<file path="config.mk">
export PLATFORM = sky130hd
export DESIGN_NAME = context_slot_allocator_top
export DESIGN_NICKNAME = d
export VERILOG_FILES = /design/src/rtl/csa_pkg.sv /design/src/rtl/csa_slot_div.sv /design/src/rtl/context_slot_allocator_top.sv
export VERILOG_INCLUDE_DIRS = /design/src /design/src/rtl
export SDC_FILE = /design/constraint.sdc
export NUM_CORES = 1
export LEC_CHECK = 0
export BUFFER_PORTS_ARGS = -buffer_cell sky130_fd_sc_hd__buf_2
export CORE_MARGIN = 2
export CORE_UTILIZATION = 32
export DETAILED_ROUTE_END_ITERATION = 7
export GPL_TIMING_DRIVEN = 0
export PLACE_DENSITY = 0.55
export SLEW_MARGIN = 0
export SYNTH_ARGS = -nofsm -noshare
export SYNTH_HDL_FRONTEND = slang
export SYNTH_SLANG_ARGS = --single-unit
</file>
<file path="constraint.sdc">
create_clock -name clk -period 4.15 [get_ports clk]
set_input_delay 0.83 -clock clk [delete_from_list [all_inputs] [get_ports clk]]
set_output_delay 0.83 -clock clk [all_outputs]
set_load 0.005 [all_outputs]
</file>
<file path="src/rtl/context_slot_allocator_top_defines.svh">
// ----------------------------------------------------------------------------
// Context slot allocator assertion macros
// Assertion wrappers that compile to nothing when SYNTHESIS is defined.
// ----------------------------------------------------------------------------
`ifndef CONTEXT_SLOT_ALLOCATOR_TOP_DEFINES_SVH
`define CONTEXT_SLOT_ALLOCATOR_TOP_DEFINES_SVH

`ifndef SYNTHESIS
`define CSA_ASSERT(name, prop) \
  name: assert property (@(posedge clk) disable iff (!rst_n) prop) \
    else $error("context slot allocator check failed");
`define CSA_ASSERT_RST(name, prop) \
  name: assert property (@(posedge clk) prop) \
    else $error("context slot allocator reset check failed");
`else
`define CSA_ASSERT(name, prop)
`define CSA_ASSERT_RST(name, prop)
`endif

`endif

</file>
<file path="src/rtl/csa_pkg.sv">
// ----------------------------------------------------------------------------
// Context slot allocator package
// Word types, field codes and default sizes shared by the allocator modules.
// ----------------------------------------------------------------------------
package csa_pkg;

  localparam int SLOT_COUNT_DEF = 320;
  localparam int SLOT_BYTES_DEF = 64;
  localparam int ADDR_W         = 32;
  localparam int WORD_BITS      = 32;
  localparam int BIT_IDX_W      = 5;

  localparam logic OP_CREATE      = 1'b0;
  localparam logic OP_RELEASE     = 1'b1;
  localparam logic STATUS_OK      = 1'b0;
  localparam logic STATUS_NO_SLOT = 1'b1;

  typedef struct packed {
    logic              op;
    logic [ADDR_W-1:0] release_address;
  } csa_in_t;

  typedef struct packed {
    logic              status;
    logic [ADDR_W-1:0] context_address;
  } csa_out_t;

endpackage

</file>
<file path="src/rtl/csa_slot_div.sv">
// ----------------------------------------------------------------------------
// Slot index divider
// Turns a region offset into a slot index by a multiply with the constant
// reciprocal of the slot size; the quotient is ready in the cycle after start.
// ----------------------------------------------------------------------------
module csa_slot_div
  import csa_pkg::*;
#(
  parameter int SLOT_BYTES = SLOT_BYTES_DEF,
  parameter int OFF_W      = 14,
  parameter int SLOT_W     = 9
) (
  input  logic              clk,
  input  logic              rst_n,
  input  logic              start,
  input  logic [OFF_W-1:0]  dividend,
  output logic              done,
  output logic [SLOT_W-1:0] quotient
);

  localparam int SHIFT   = OFF_W + $clog2(SLOT_BYTES);
  localparam int RECIP_W = OFF_W + 2;
  localparam int PROD_W  = OFF_W + RECIP_W;
  localparam longint unsigned RECIP_FULL =
    ((64'd1 << SHIFT) + 64'(SLOT_BYTES) - 64'd1) / 64'(SLOT_BYTES);
  localparam logic [RECIP_W-1:0] RECIP = RECIP_W'(RECIP_FULL);

  logic              done_r;
  logic [PROD_W-1:0] prod_r;

  always_ff @(posedge clk) begin
    if (!rst_n) begin
      done_r <= 1'b0;
    end else begin
      done_r <= start;
    end
    if (start) begin
      prod_r <= PROD_W'(dividend) * PROD_W'(RECIP);
    end
  end

  assign done     = done_r;
  assign quotient = SLOT_W'(prod_r >> SHIFT);

endmodule

</file>
<file path="src/rtl/context_slot_allocator_top.sv">
// ----------------------------------------------------------------------------
// Context slot allocator
// First-fit allocator over a used map of fixed-size context slots.
//
//   Channel | Ports                             | Word
//   input   | in_valid, in_ready, in_word       | csa_in_t (op, release_address)
//   result  | out_valid, out_ready, out_word    | csa_out_t (status, context_address)
//   config  | cfg_valid, cfg_ready, cfg_region_base | region base, always ready
//
// A create steps through full-flag search and map read at the accepting edge,
// then bit search, write back and slot multiply, then base add, then the
// result is registered. A release inside the region steps through the
// reciprocal multiply, map read, bit clear and write back, result register.
// Other releases and a failed create go straight to the result register. The
// next word can be accepted once the result is registered.
// The map is read as free after reset through per-word valid bits; no clearing pass.
// One request is in work at a time; a held result blocks only the next completion.
// ----------------------------------------------------------------------------
`include "context_slot_allocator_top_defines.svh"

module context_slot_allocator_top
  import csa_pkg::*;
#(
  parameter int SLOT_COUNT = SLOT_COUNT_DEF,
  parameter int SLOT_BYTES = SLOT_BYTES_DEF
) (
  input  logic              clk,
  input  logic              rst_n,
  input  logic              in_valid,
  output logic              in_ready,
  input  csa_in_t           in_word,
  output logic              out_valid,
  input  logic              out_ready,
  output csa_out_t          out_word,
  input  logic              cfg_valid,
  output logic              cfg_ready,
  input  logic [ADDR_W-1:0] cfg_region_base
);

  localparam int NW           = (SLOT_COUNT + WORD_BITS - 1) / WORD_BITS;
  localparam int WORD_IDX_W   = (NW > 1) ? $clog2(NW) : 1;
  localparam int SLOT_W       = WORD_IDX_W + BIT_IDX_W;
  localparam int BYTES_W      = $clog2(SLOT_BYTES + 1);
  localparam int PROD_W       = SLOT_W + BYTES_W;
  localparam int REGION_BYTES = SLOT_COUNT * SLOT_BYTES;
  localparam int OFF_W        = (REGION_BYTES > 1) ? $clog2(REGION_BYTES) : 1;

  typedef enum logic [2:0] {
    S_IDLE, S_C_FIND, S_C_ADD, S_R_DIV, S_R_CLR, S_RESP
  } csa_state_t;

  csa_state_t            state_r, state_nxt;
  logic [ADDR_W-1:0]     base_r;
  logic [NW-1:0]         full_r, full_nxt;
  logic [NW-1:0]         row_valid_r, row_valid_nxt;
  logic [WORD_IDX_W-1:0] widx_r, widx_nxt;
  logic [SLOT_W-1:0]     slot_r, slot_nxt;
  logic [PROD_W-1:0]     prod_r, prod_nxt;
  logic                  res_status_r, res_status_nxt;
  logic [ADDR_W-1:0]     res_addr_r, res_addr_nxt;
  logic                  out_valid_r, out_valid_nxt;
  csa_out_t              out_word_r, out_word_nxt;

  logic [WORD_BITS-1:0]  map_mem [NW];
  logic [WORD_BITS-1:0]  rd_word_r;
  logic                  rd_valid_r;
  logic                  mem_re, mem_we;
  logic [WORD_IDX_W-1:0] mem_raddr, mem_waddr;
  logic [WORD_BITS-1:0]  mem_wdata;

  logic                  in_fire;
  logic                  free_found;
  logic [WORD_IDX_W-1:0] free_widx;
  logic [WORD_BITS-1:0]  cur_word, pad_mask, eff_word, bit_mask, clr_mask;
  logic [BIT_IDX_W-1:0]  free_bit;
  logic [SLOT_W-1:0]     create_slot;
  logic [ADDR_W-1:0]     rel_off;
  logic                  in_region;
  logic                  div_start, div_done;
  logic [SLOT_W-1:0]     div_quot;

  assign in_fire   = in_valid && in_ready;
  assign in_ready  = (state_r == S_IDLE);
  assign cfg_ready = 1'b1;
  assign out_valid = out_valid_r;
  assign out_word  = out_word_r;

  always_comb begin
    free_found = 1'b0;
    free_widx  = '0;
    for (int i = NW - 1; i >= 0; i--) begin
      if (!full_r[i]) begin
        free_found = 1'b1;
        free_widx  = WORD_IDX_W'(i);
      end
    end
  end

  assign cur_word = rd_valid_r ? rd_word_r : '0;

  always_comb begin
    for (int j = 0; j < WORD_BITS; j++) begin
      pad_mask[j] = ({1'b0, widx_r, BIT_IDX_W'(j)} >= (SLOT_W + 1)'(SLOT_COUNT));
    end
  end

  assign eff_word = cur_word | pad_mask;

  always_comb begin
    free_bit = '0;
    for (int j = WORD_BITS - 1; j >= 0; j--) begin
      if (!eff_word[j]) begin
        free_bit = BIT_IDX_W'(j);
      end
    end
  end

  assign bit_mask    = {{(WORD_BITS-1){1'b0}}, 1'b1} << free_bit;
  assign clr_mask    = ~({{(WORD_BITS-1){1'b0}}, 1'b1} << slot_r[BIT_IDX_W-1:0]);
  assign create_slot = {widx_r, free_bit};

  assign rel_off   = in_word.release_address - base_r;
  assign in_region = (base_r != '0) && (in_word.release_address >= base_r) &&
                     (rel_off < ADDR_W'(REGION_BYTES));

  csa_slot_div #(
    .SLOT_BYTES (SLOT_BYTES),
    .OFF_W      (OFF_W),
    .SLOT_W     (SLOT_W)
  ) u_div (
    .clk      (clk),
    .rst_n    (rst_n),
    .start    (div_start),
    .dividend (rel_off[OFF_W-1:0]),
    .done     (div_done),
    .quotient (div_quot)
  );

  always_comb begin
    state_nxt      = state_r;
    widx_nxt       = widx_r;
    slot_nxt       = slot_r;
    prod_nxt       = prod_r;
    res_status_nxt = res_status_r;
    res_addr_nxt   = res_addr_r;
    full_nxt       = full_r;
    row_valid_nxt  = row_valid_r;
    out_valid_nxt  = out_valid_r;
    out_word_nxt   = out_word_r;
    mem_re         = 1'b0;
    mem_raddr      = '0;
    mem_we         = 1'b0;
    mem_waddr      = '0;
    mem_wdata      = '0;
    div_start      = 1'b0;

    if (out_valid_r && out_ready) begin
      out_valid_nxt = 1'b0;
    end

    case (state_r)
      S_IDLE: begin
        if (in_fire) begin
          res_status_nxt = STATUS_OK;
          res_addr_nxt   = '0;
          if (in_word.op == OP_CREATE) begin
            if (free_found) begin
              mem_re    = 1'b1;
              mem_raddr = free_widx;
              widx_nxt  = free_widx;
              state_nxt = S_C_FIND;
            end else begin
              res_status_nxt = STATUS_NO_SLOT;
              state_nxt      = S_RESP;
            end
          end else if (in_region) begin
            div_start = 1'b1;
            state_nxt = S_R_DIV;
          end else begin
            state_nxt = S_RESP;
          end
        end
      end
      S_C_FIND: begin
        mem_we                = 1'b1;
        mem_waddr             = widx_r;
        mem_wdata             = cur_word | bit_mask;
        row_valid_nxt[widx_r] = 1'b1;
        full_nxt[widx_r]      = &(eff_word | bit_mask);
        prod_nxt              = PROD_W'(create_slot) * PROD_W'(SLOT_BYTES);
        state_nxt             = S_C_ADD;
      end
      S_C_ADD: begin
        res_addr_nxt = base_r + ADDR_W'(prod_r);
        state_nxt    = S_RESP;
      end
      S_R_DIV: begin
        if (div_done) begin
          slot_nxt  = div_quot;
          mem_re    = 1'b1;
          mem_raddr = div_quot[SLOT_W-1:BIT_IDX_W];
          state_nxt = S_R_CLR;
        end
      end
      S_R_CLR: begin
        mem_we    = 1'b1;
        mem_waddr = slot_r[SLOT_W-1:BIT_IDX_W];
        mem_wdata = cur_word & clr_mask;
        row_valid_nxt[slot_r[SLOT_W-1:BIT_IDX_W]] = 1'b1;
        full_nxt[slot_r[SLOT_W-1:BIT_IDX_W]]      = 1'b0;
        state_nxt = S_RESP;
      end
      S_RESP: begin
        if (!out_valid_r || out_ready) begin
          out_valid_nxt                = 1'b1;
          out_word_nxt.status          = res_status_r;
          out_word_nxt.context_address = res_addr_r;
          state_nxt                    = S_IDLE;
        end
      end
      default: begin
        state_nxt = S_IDLE;
      end
    endcase
  end

  always_ff @(posedge clk) begin
    if (!rst_n) begin
      state_r     <= S_IDLE;
      base_r      <= '0;
      full_r      <= '0;
      row_valid_r <= '0;
      out_valid_r <= 1'b0;
    end else begin
      state_r     <= state_nxt;
      full_r      <= full_nxt;
      row_valid_r <= row_valid_nxt;
      out_valid_r <= out_valid_nxt;
      if (cfg_valid && cfg_ready) begin
        base_r <= cfg_region_base;
      end
    end
    widx_r       <= widx_nxt;
    slot_r       <= slot_nxt;
    prod_r       <= prod_nxt;
    res_status_r <= res_status_nxt;
    res_addr_r   <= res_addr_nxt;
    out_word_r   <= out_word_nxt;
  end

  always_ff @(posedge clk) begin
    if (mem_we) begin
      map_mem[mem_waddr] <= mem_wdata;
    end
    if (mem_re) begin
      rd_word_r  <= map_mem[mem_raddr];
      rd_valid_r <= row_valid_r[mem_raddr];
    end
  end

  `CSA_ASSERT(a_full_on_no_slot, (state_r == S_RESP && res_status_r == STATUS_NO_SLOT) |-> &full_r)
  `CSA_ASSERT(a_create_marks_row, (state_r == S_C_FIND) |=> row_valid_r[$past(widx_r)])
  `CSA_ASSERT(a_div_done_while_waiting, div_done |-> (state_r == S_R_DIV))
  `CSA_ASSERT(a_no_read_during_write, mem_we |-> !mem_re)
  `CSA_ASSERT_RST(a_reset_idle, !rst_n |=> (state_r == S_IDLE && !out_valid_r))

endmodule

</file>
After elaboration in Yosys (flattened, before gate mapping). Memories as Yosys holds them, arrays and structs flattened. A register that Yosys moved wholly into a read port is not among the register bits. Cells that the tools add are included. W data, S select, Z words.

Bits in registers: 161. Word-level logic and storage cells: 192. Bits of input ports: 70. Output and inout port bits: 36. Memories: 1. Bits in writable memories: 320.

$add $sub $neg: 2. Order comparisons: 39. Muxes and demuxes: 94. Reduce and logical (&&, ||, !) cells: 21. Eq/ne operators: 8. Bitwise logic cells: 10. Shift operators: 2.

Memory list: map_mem (words 10, bits a word 32, rd ports 1, clocked after memory_dff 1, wr ports 1, line context_slot_allocator_top.sv:64) `logic [WORD_BITS-1:0] map_mem [NW];`.

Operator list (count): $ge A9 B9 Y1 const B (32); $mux W5 (32); $pmux W32 S2 (2); $or A32 B32 Y32 (3); $mux W32 (2); $shl A1 B5 Y32 const A (2); $mux W4 (14); $pmux W10 S2 (2); $add A32 B15 Y32 (1); $and A32 B32 Y32 (1); $ge A32 B32 Y1 (1); $lt A32 B15 Y1 const B (1); $not A32 Y32 (1); $reduce_and A32 Y1 (1); $reduce_bool A32 Y1 (1); $sub A32 B32 Y32 (1); $mux W1 (28); $or A10 B10 Y10 (2); $mux W3 (6); $pmux W4 S2 (2); $lt A4 B5 Y1 const B (3); $pmux W3 S5 (1); $and A10 B10 Y10 (1); $bwmux W10 (1); 20 further kinds (35).

Depth between registers and ports, before layout. Gate-level depths: netlist (run 1).

Word-level depth: 39. Mapped depth: 17. Gate-level depth less buffers: 14.

Modules after synthesis. Synthesis (run 1) repeated with hierarchy kept, for this count alone.

Cells, all modules: 2063. Area total of the unflattened synthesis: 23784.1 sq um.

By module, submodules not included: context_slot_allocator_top (cells an instance 2052, times used 1, area an instance 23487.5 sq um, seq. area each 14363.8 sq um); csa_slot_div (cells an instance 11, times used 1, area an instance 296.5 sq um, seq. area each 290.3 sq um).

Worst setup path after synthesis (run 1). No wires, ideal clock.

Kind: input to register. Start point: input in_word[11] in the netlist's numbering. End point: register u_div.prod_r[21], enable pin. Cell stages on the path: 12. Arrival: 4115 ps. Setup slack: -339 ps. Library setup time: 374 ps. Required time: 3776 ps. Cell sequence: ha_1 -> a21o_1 -> a21o_1 -> a21o_1 -> or4_4 -> o31ai_2 -> xnor2_1 -> a221o_1 -> or4_1 -> nor4b_1 -> nand4_1 -> nor2_1.

Word-level cells in the longest chain between the ends: 7. Elaborated cells between the ends (all ways): 9. Those cells by class: 1 x add/sub; 2 x order compare; 4 x mux; 2 x reduce/logical.

Ends and longest elaborated chain: from (decl) (line context_slot_allocator_top.sv:31) `input csa_in_t in_word,`; $sub A32 B32 Y32 / $ge A32 B32 Y1 (equally long branches) (line context_slot_allocator_top.sv:122, context_slot_allocator_top.sv:123); $lt A32 B15 Y1 / $logic_and A1 B1 Y1 (equally long branches) (line context_slot_allocator_top.sv:124, context_slot_allocator_top.sv:123); $logic_and A1 B1 Y1 * (line context_slot_allocator_top.sv:123) `assign in_region = (base_r != '0) && (in_word.release_address >= base_r) &&`; $mux W1 * (line context_slot_allocator_top.sv:176) `end else if (in_region) begin`; $mux W1 * (line context_slot_allocator_top.sv:166) `if (in_word.op == OP_CREATE) begin`; $mux W1 * (line context_slot_allocator_top.sv:163) `if (in_fire) begin`; $mux W1 * (line context_slot_allocator_top.sv:161) `case (state_r)`; net div_start (line context_slot_allocator_top.sv:79) `logic div_start, div_done;`; to (signal assigned) (line csa_slot_div.sv:38) `prod_r <= PROD_W'(dividend) * PROD_W'(RECIP);`; to (decl) (line csa_slot_div.sv:29) `logic [PROD_W-1:0] prod_r;`.

Mark *: on every way through the listed nets, which the timed path passes. The rest lies on a longest branch. A chain may end at the register's enable or synchronous reset.

Worst setup path after layout (run 1).
Start point: register base_r[11]. End point: register u_div.prod_r[21], enable pin.

Word-level cells in the longest chain between the ends: 7. Elaborated cells between the ends (all ways): 10. Those cells by class: 1 x add/sub; 2 x order compare; 4 x mux; 3 x reduce/logical.

Ends and longest elaborated chain: from (decl) (line context_slot_allocator_top.sv:53) `logic [ADDR_W-1:0] base_r;`; from (signal assigned) (line context_slot_allocator_top.sv:240) `base_r <= cfg_region_base;`; $sub A32 B32 Y32, or another cell as far along (line context_slot_allocator_top.sv:122) `assign rel_off = in_word.release_address - base_r;`; $lt A32 B15 Y1 / $logic_and A1 B1 Y1 (equally long branches) (line context_slot_allocator_top.sv:124, context_slot_allocator_top.sv:123); $logic_and A1 B1 Y1 * (line context_slot_allocator_top.sv:123); $mux W1 * (line context_slot_allocator_top.sv:176); $mux W1 * (line context_slot_allocator_top.sv:166); $mux W1 * (line context_slot_allocator_top.sv:163); $mux W1 * (line context_slot_allocator_top.sv:161); net div_start (line context_slot_allocator_top.sv:79).

Marked as above.

==> run_results.csv, run 1 <==
group,metric,value,unit
run_status,status,"complete, no violations",
cts,ctsHoldBuffers,0,
timing,fin_setup_tns,0,ns
pwr,seq_power_share,0.485,
cts,h-tree-depth,2,
synth,ys.flop_type,"edfxtp_1",
pwr,power_leakage,9.74,nW
cells_and_area,syn2layout_area_growth,19.0,%
setup_path,crit_chain,"inv_4 > ha_4 > a21o_1 > a21o_1 > a21o_1 > or4_4 > buf_4 > o21ai_1 > o21ai_0 > or4_4 > nor4b_4 > nand4_1 > nor2_4 > buf_4",
timing,final_hold_viol_count,0,
die,start_util,0.323,
setup_path,reg2reg_to,"u_div.prod_r[21]$_DFFE_PP_",
route,final_antenna_net_count,0,
worst_hold_path,hold_class,"reg2reg",
worst_hold_path,min_delay_path_depth,0,
setup_path,slowest_delay,0.56,ns
synth,avgSynthCellArea,11.3,um^2
cts,cts-root-buf,"clkbuf_16",
timing,maxSlewHeadroom,0.0609,
setup_path,cp_slowest_cell,"or4_4",
setup_path,worstSetupStartpointType,"flop",
die,dieWidth,275,um
route,via_per_inst,5.39,
setup_path,cp.required,4.47,ns
synth,ys_warn_count,0,
timing,fmax,249,MHz
pwr,combPwrFrac,0.119,
synth,ys_seq_area_frac,0.623,
pwr,power,0.0124,W
cts,numCtsBuffers,55,
setup_path,startpoint,"base_r[11]$_SDFFE_PN0P_",
timing,finClkSkew,0.0768,ns
grt,antenna_found_initial,6,
synth,synth-edff-count,450,
die,die_h,275,um
setup_path,crit_arrival,4.34,ns
die,ioPinCount,106,
cts,clk-insertion-delay-late,0.66,ns
timing,post-route-period-util,0.969,
synth,synth.largest_area_cell,"edfxtp_1",
pwr,vdd_ir_drop_max,0.400,mV
setup_path,crit-reg2reg-launch,"base_r[11]$_SDFFE_PN0P_",
placed_design,dp_hpwl,53200,um
die,core_area,0.0728,mm^2
route,drc,0,
grt,grt_pass1_vias,17000,
timing,whs,0.417,ns
setup_path,setup.worst_path.end,"u_div.prod_r[21]$_DFFE_PP_",
route,drtIter0Drc,1660,
cts,clock_sinks,507,
synth,ys_top_cells_by_area,"edfxtp_1 (57%), nand2_1 (6.4%), dfxtp_1 (4.8%)",
flow_run,cap_violations,0,
die,row_count,99,
pwr,p_int,0.00922,W
synth,synth_cells,2079,
timing,period_needed,4.02,ns
route,wire_per_inst,22.4,um
setup_path,cp_common_cell,"a21o_1",
setup_path,path_class,"reg2reg",
setup_path,crit_fanout,6,
cts,path_clk_slew,0.06,ns
timing,worst_slack,0.127,ns
timing,slew_violations,0,
cells_and_area,fin_util,0.385,
synth,netlist_area,0.0235,mm^2
die,die_area,0.0757,mm^2
synth,syn-num-nets,2191,
timing,worst_pin_slew,1.39,ns
pwr,clkPwrFrac,0.396,
synth,synth_cell_types,83,
grt,grt_util_all_layers,0.191,
cells_and_area,drive_gt1_frac,0.161,
synth,async_flop_share,0,
cts,cts_tree,"yes",
grt,grt_pass1_wl,109000,um
synth,yosysTopAreaCellShare,0.574,
route,first_pass_iters,7,
timing,setup_viol,0,
pwr,p_sw_frac,0.257,
placed_design,gp_congestion,0.914,
pwr,p_per_area,443,mW/mm^2
setup_path,ff2ff_path_depth,14,
setup_path,r2r_setup_slack,0.13,ns
grt,overflow,0,
grt,grt_start_max_net_pins,34,
placed_design,portBuffers,103,
route,vias,17600,
cts,cts_max_path_buffers,3,
setup_path,end_kind,"flop",
synth,synth_seq_cells,507,
route,wirelength,73200,um
cells_and_area,layout.nets,2371,
worst_hold_path,min-delay-start,"res_addr_r[17]$_SDFFCE_PN0P_",
placed_design,pre_cts_ws,-1.58,ns
pwr,switchingPower,0.00320,W
[Yosys cell counts, types with 20 or more instances]
cell        n
nand4_1    21
nor3_1     25
a21oi_1    58
inv_1      62
nand3_1   102
a311oi_1   64
and3_1     42
clkbuf_1   96
o21ai_0    73
a31oi_1    42
edfxtp_1  450
a21o_1     20
nor2_1    143
nand2b_1   22
dfxtp_1    57
xnor2_1    29
ha_1       41
mux2i_1    38
nand2_1   403
nor4_1     23
[power by group through the flow]
stage          combinational, W  sequential [W]  clock (W)
3_5_place_dp            0.00139         0.00613          0
3_3_place_gp            0.00132         0.00613          0
2_1_floorplan          0.000872         0.00608          0
6_report                0.00148         0.00602    0.00492
4_1_cts                 0.00142         0.00602    0.00500
5_1_grt                 0.00161         0.00604    0.00521
[what timing repair did]
action                                  4_1_cts  5_1_grt
endpoints found under the setup margin      115      141
resized for setup                            50       76
pin swaps                                     6       15
setup buffers                                 9        9
[layout by cell type, fill, tap and decap left out, types with 40 or more instances in the layout]
cell type  synthesis  layout
clkbuf_16          0      55
edfxtp_1         450     450
and3_1            42      42
inv_1             62      60
a311oi_1          64      57
buf_2              6     109
dfxtp_1           57      50
clkbuf_1          96      76
nand2_1          403     402
nand3_1          102     102
o21ai_0           73      67
nor2_1           143     131
a31oi_1           42      40
a21oi_1           58      49
[cell type report]
| type | instances | area, um^2 |
|---|---|---|
| Fill cell | 7104 | 44800 |
| Sequential cell | 507 | 14700 |
| Multi-Input combinational cell | 1389 | 8650 |
| Clock buffer | 70 | 1460 |
| Tap cell | 959 | 1200 |
| Timing Repair Buffer | 133 | 942 |
| Buffer | 109 | 489 |
| Clock inverter | 29 | 352 |
| Inverter | 64 | 243 |
| Antenna cell | 5 | 12.5 |
[flip-flops by register name, summed over array words and instances (netlist names), 3 cells and up]
name	cells
state_r	3
out_word	33
u_div.prod_r	9
row_valid_r	10
prod_r	9
rd_word_r	32
res_addr_r	32
full_r	10
base_r	32
slot_r	9
widx_r	4
map_mem	320
[worst min path at each step]
stage                                         end  slack (ns)
after floorplan             out_word[0]$_DFFE_PP_        0.40
after global placement     out_word[26]$_DFFE_PP_        0.40
after detailed placement   out_word[29]$_DFFE_PP_        0.40
after CTS                 base_r[13]$_SDFFE_PN0P_        0.40
after global routing       base_r[3]$_SDFFE_PN0P_        0.42
final                      out_word[17]$_DFFE_PP_        0.42
[stage by stage]
step	cells	instance area [um^2]
4_1_cts	3255	27700
3_5_place_dp	3152	25600
3_3_place_gp	3141	25300
2_1_floorplan	2079	23600
5_1_grt	3265	28000
6_report	3265	28000
[layer usage]
layer / global-route usage / wire length, um
met2: 0.310 / 34000
met3: 0.0268 / 4580
met4: 0.0549 / 1820
met5: 0 / 0
met1: 0.266 / 32800
[critical path, delay by kind of cell, from the launching register on]
kind	cells	cell delay [ns]
AND/OR/NAND/NOR	5	1.81
AO/OA/AOI/OAI	5	0.92
flip-flops	1	0.39
buffers and inverters	3	0.34
adder cells (fa/ha/maj)	1	0.23
[cells by family (layout without fill, tap and decap cells)]
logic type                 Yosys count  in the layout  share of synthesized area
AOI/OAI and AO/OA                  408            408                      0.125
xor gates and xnor gates            35             35                     0.0130
adders and majority gates           42             42                     0.0226
buffers and inverters              183            405                     0.0305
DFF                                507            507                      0.623
muxes                               39             39                     0.0171
other                                1              6                   0.000159
and+or+nand+nor                    864            864                      0.169
Note: power is estimated with default switching activity, not from simulation.
==> run 2: changes to the inputs <==
--- a/config.mk
+++ b/config.mk
@@ -11,7 +11,9 @@
 export CORE_UTILIZATION = 32
 export DETAILED_ROUTE_END_ITERATION = 7
 export GPL_TIMING_DRIVEN = 0
+export MAX_ROUTING_LAYER = met4
 export PLACE_DENSITY = 0.55
+export REMOVE_ABC_BUFFERS = 1
 export SLEW_MARGIN = 0
 export SYNTH_ARGS = -nofsm -noshare
 export SYNTH_HDL_FRONTEND = slang
==> run_results.csv, run 2 (synthesized netlist as in run 1, its figures left out) <==
group,metric,value,unit
timing,finClkSkew,0.0251,ns
cts,clk-insertion-delay-late,0.60,ns
route,final_antenna_net_count,0,
cts,numCtsBuffers,52,
cells_and_area,largest_register_ffs,320,
cts,cts-root-buf,"clkbuf_16",
cells_and_area,fillCellCount,7012,
cells_and_area,layout.nets,2292,
cts,clock_sinks,507,
timing,maxSlewHeadroom,0.0763,
placed_design,gp_congestion,0.950,
pwr,vdd_ir_drop_max,0.305,mV
die,row_count,99,
route,dr_wl_met3,3550,um
grt,grt_util_all_layers,0.188,
setup_path,end_kind,"flop",
cells_and_area,fin_util,0.381,
setup_path,cp.required,4.42,ns
worst_hold_path,hold_class,"reg2reg",
cells_and_area,final_cell_mix,"edfxtp_1 (450), nand2_1 (401), nor2_1 (131), buf_2 (105), nand3_1 (102)",
die,die_h,275,um
die,core_area,0.0728,mm^2
cells_and_area,regArea,0.0147,mm^2
timing,fin_setup_tns,0,ns
flow_run,cap_violations,0,
cells_and_area,top_register,"map_mem",
timing,rsz0062_at_grt,"true",
route,via_per_inst,5.42,
route,wl_met2,33600,um
route,drc,0,
setup_path,crit_fanout,6,
cts,ctsHoldBuffers,0,
die,start_util,0.323,
pwr,power_leakage,9.68,nW
route,first_pass_iters,6,
cts,path_clk_slew,0.06,ns
placed_design,dp_hpwl,46500,um
grt,antenna_found_initial,2,
run_status,status,"complete, no violations",
cells_and_area,final_common_cell,"edfxtp_1",
cells_and_area,syn2layout_area_growth,17.8,%
cells_and_area,drive_gt1_frac,0.156,
setup_path,worstSetupStartpointType,"flop",
pwr,p_per_area,433,mW/mm^2
grt,grt_pass1_vias,16600,
setup_path,path_class,"reg2reg",
cts,cts_max_path_buffers,3,
timing,post-route-period-util,0.978,
route,wire_per_inst,22.0,um
route,vias,17200,
setup_path,crit_arrival,4.33,ns
timing,worst_pin_slew,1.37,ns
grt,grt_pass1_wl,105000,um
die,ioPinCount,106,
route,drtIter0Drc,1562,
timing,period_needed,4.06,ns
route,drt-met1-wl,31500,um
cts,cts_tree,"yes",
grt,overflow,0,
cells_and_area,multi_input_area,0.00855,mm^2
timing,fmax,246,MHz
die,dieWidth,275,um
placed_design,portBuffers,104,
timing,setup_viol,0,
grt,grt_start_max_net_pins,68,
timing,final_hold_viol_count,0,
cts,h-tree-depth,2,
route,topRoutingLayerUsed,"met4",
timing,slew_violations,0,
route,wirelength,70100,um
die,die_area,0.0757,mm^2
## run 2: cell count changes in the layout (fill, tap and decap cells not counted), moves of 4 or more
cell      change
o21ai_1       -5
a311oi_1      +7
buf_8        +15
buf_12        +8
a311oi_2      -7
clkbuf_4      -4
o21ai_0       +4
clkbuf_1     -61
buf_2         -4
ha_1          +5
clkbuf_2     -20
buf_1         -9
clkinv_1      -4
## run 2: final cells by class
type | count | area share
timing repair buffer | 163 | 0.0511
multi-input combinational | 1392 | 0.308
sequential | 507 | 0.529
antenna | 2 | 0.000180
clock inverter | 27 | 0.00970
inverter | 64 | 0.00880
clock buffer | 69 | 0.0499
tap | 959 | 0.0433
## run 2: metrics by stage
step	instance area, um^2	hold WS [ns]	std cells	setup WS [ns]	power (W)
after floorplan	23100	0.400	1960	-2.67	0.00692
after CTS	27500	0.409	3168	0.00188	0.0121
final	27700	0.417	3183	0.0920	0.0120
after detailed placement	25600	0.405	3059	-1.77	0.00747
after global placement	24800	0.403	3023	-6.99	0.00740
after global routing	27700	0.423	3183	-0.0219	0.0125
## run 2: repair_timing
item,in CTS,in global routing
buffers inserted,10,13
gates resized for setup,29,35
setup endpoints to repair,241,61
cloned,3,0
pin swaps,4,18
hold endpoints to repair,0,0
## run 2: metal layers
metal | vias up | GRT usage
li1 | 7978 | -
met1 | 8642 | 0.252
met2 | 515 | 0.298
met3 | 106 | 0.0249
met4 | 0 | 0.0548
met5 | - | -
## run 2: path summary, 6_finish.rpt
path         slack [ns]  cells past startpoint                    startpoint                          to
max                0.09                     14       base_r[11]$_SDFFE_PN0P_  u_div.prod_r[24]$_DFFE_PP_
min                0.42                      0  res_addr_r[29]$_SDFFCE_PN0P_      out_word[29]$_DFFE_PP_
max reg2reg        0.09                     14       base_r[11]$_SDFFE_PN0P_  u_div.prod_r[24]$_DFFE_PP_
min reg2reg        0.42                      0  res_addr_r[29]$_SDFFCE_PN0P_      out_word[29]$_DFFE_PP_
## run 2: power by group
| group | leakage [nW] | internal, W | total (W) | switching (W) |
|---|---|---|---|---|
| combinational | 4.20 | 0.000477 | 0.00141 | 0.000930 |
| sequential | 4.67 | 0.00590 | 0.00604 | 0.000134 |
| clock | 0.807 | 0.00261 | 0.00458 | 0.00197 |
## run 2: critical path, stage by stage, from the launching register on
cell     delay [ns]
dfxtp_4        0.38
inv_4          0.04
ha_4           0.25
a21o_1         0.18
a21o_1         0.16
a21o_1         0.18
or4_4          0.57
o31ai_4        0.29
xnor2_2        0.12
a221o_1        0.28
or4_4          0.51
nor4b_4        0.31
nand4_1        0.15
buf_6          0.15
nor2_4         0.17
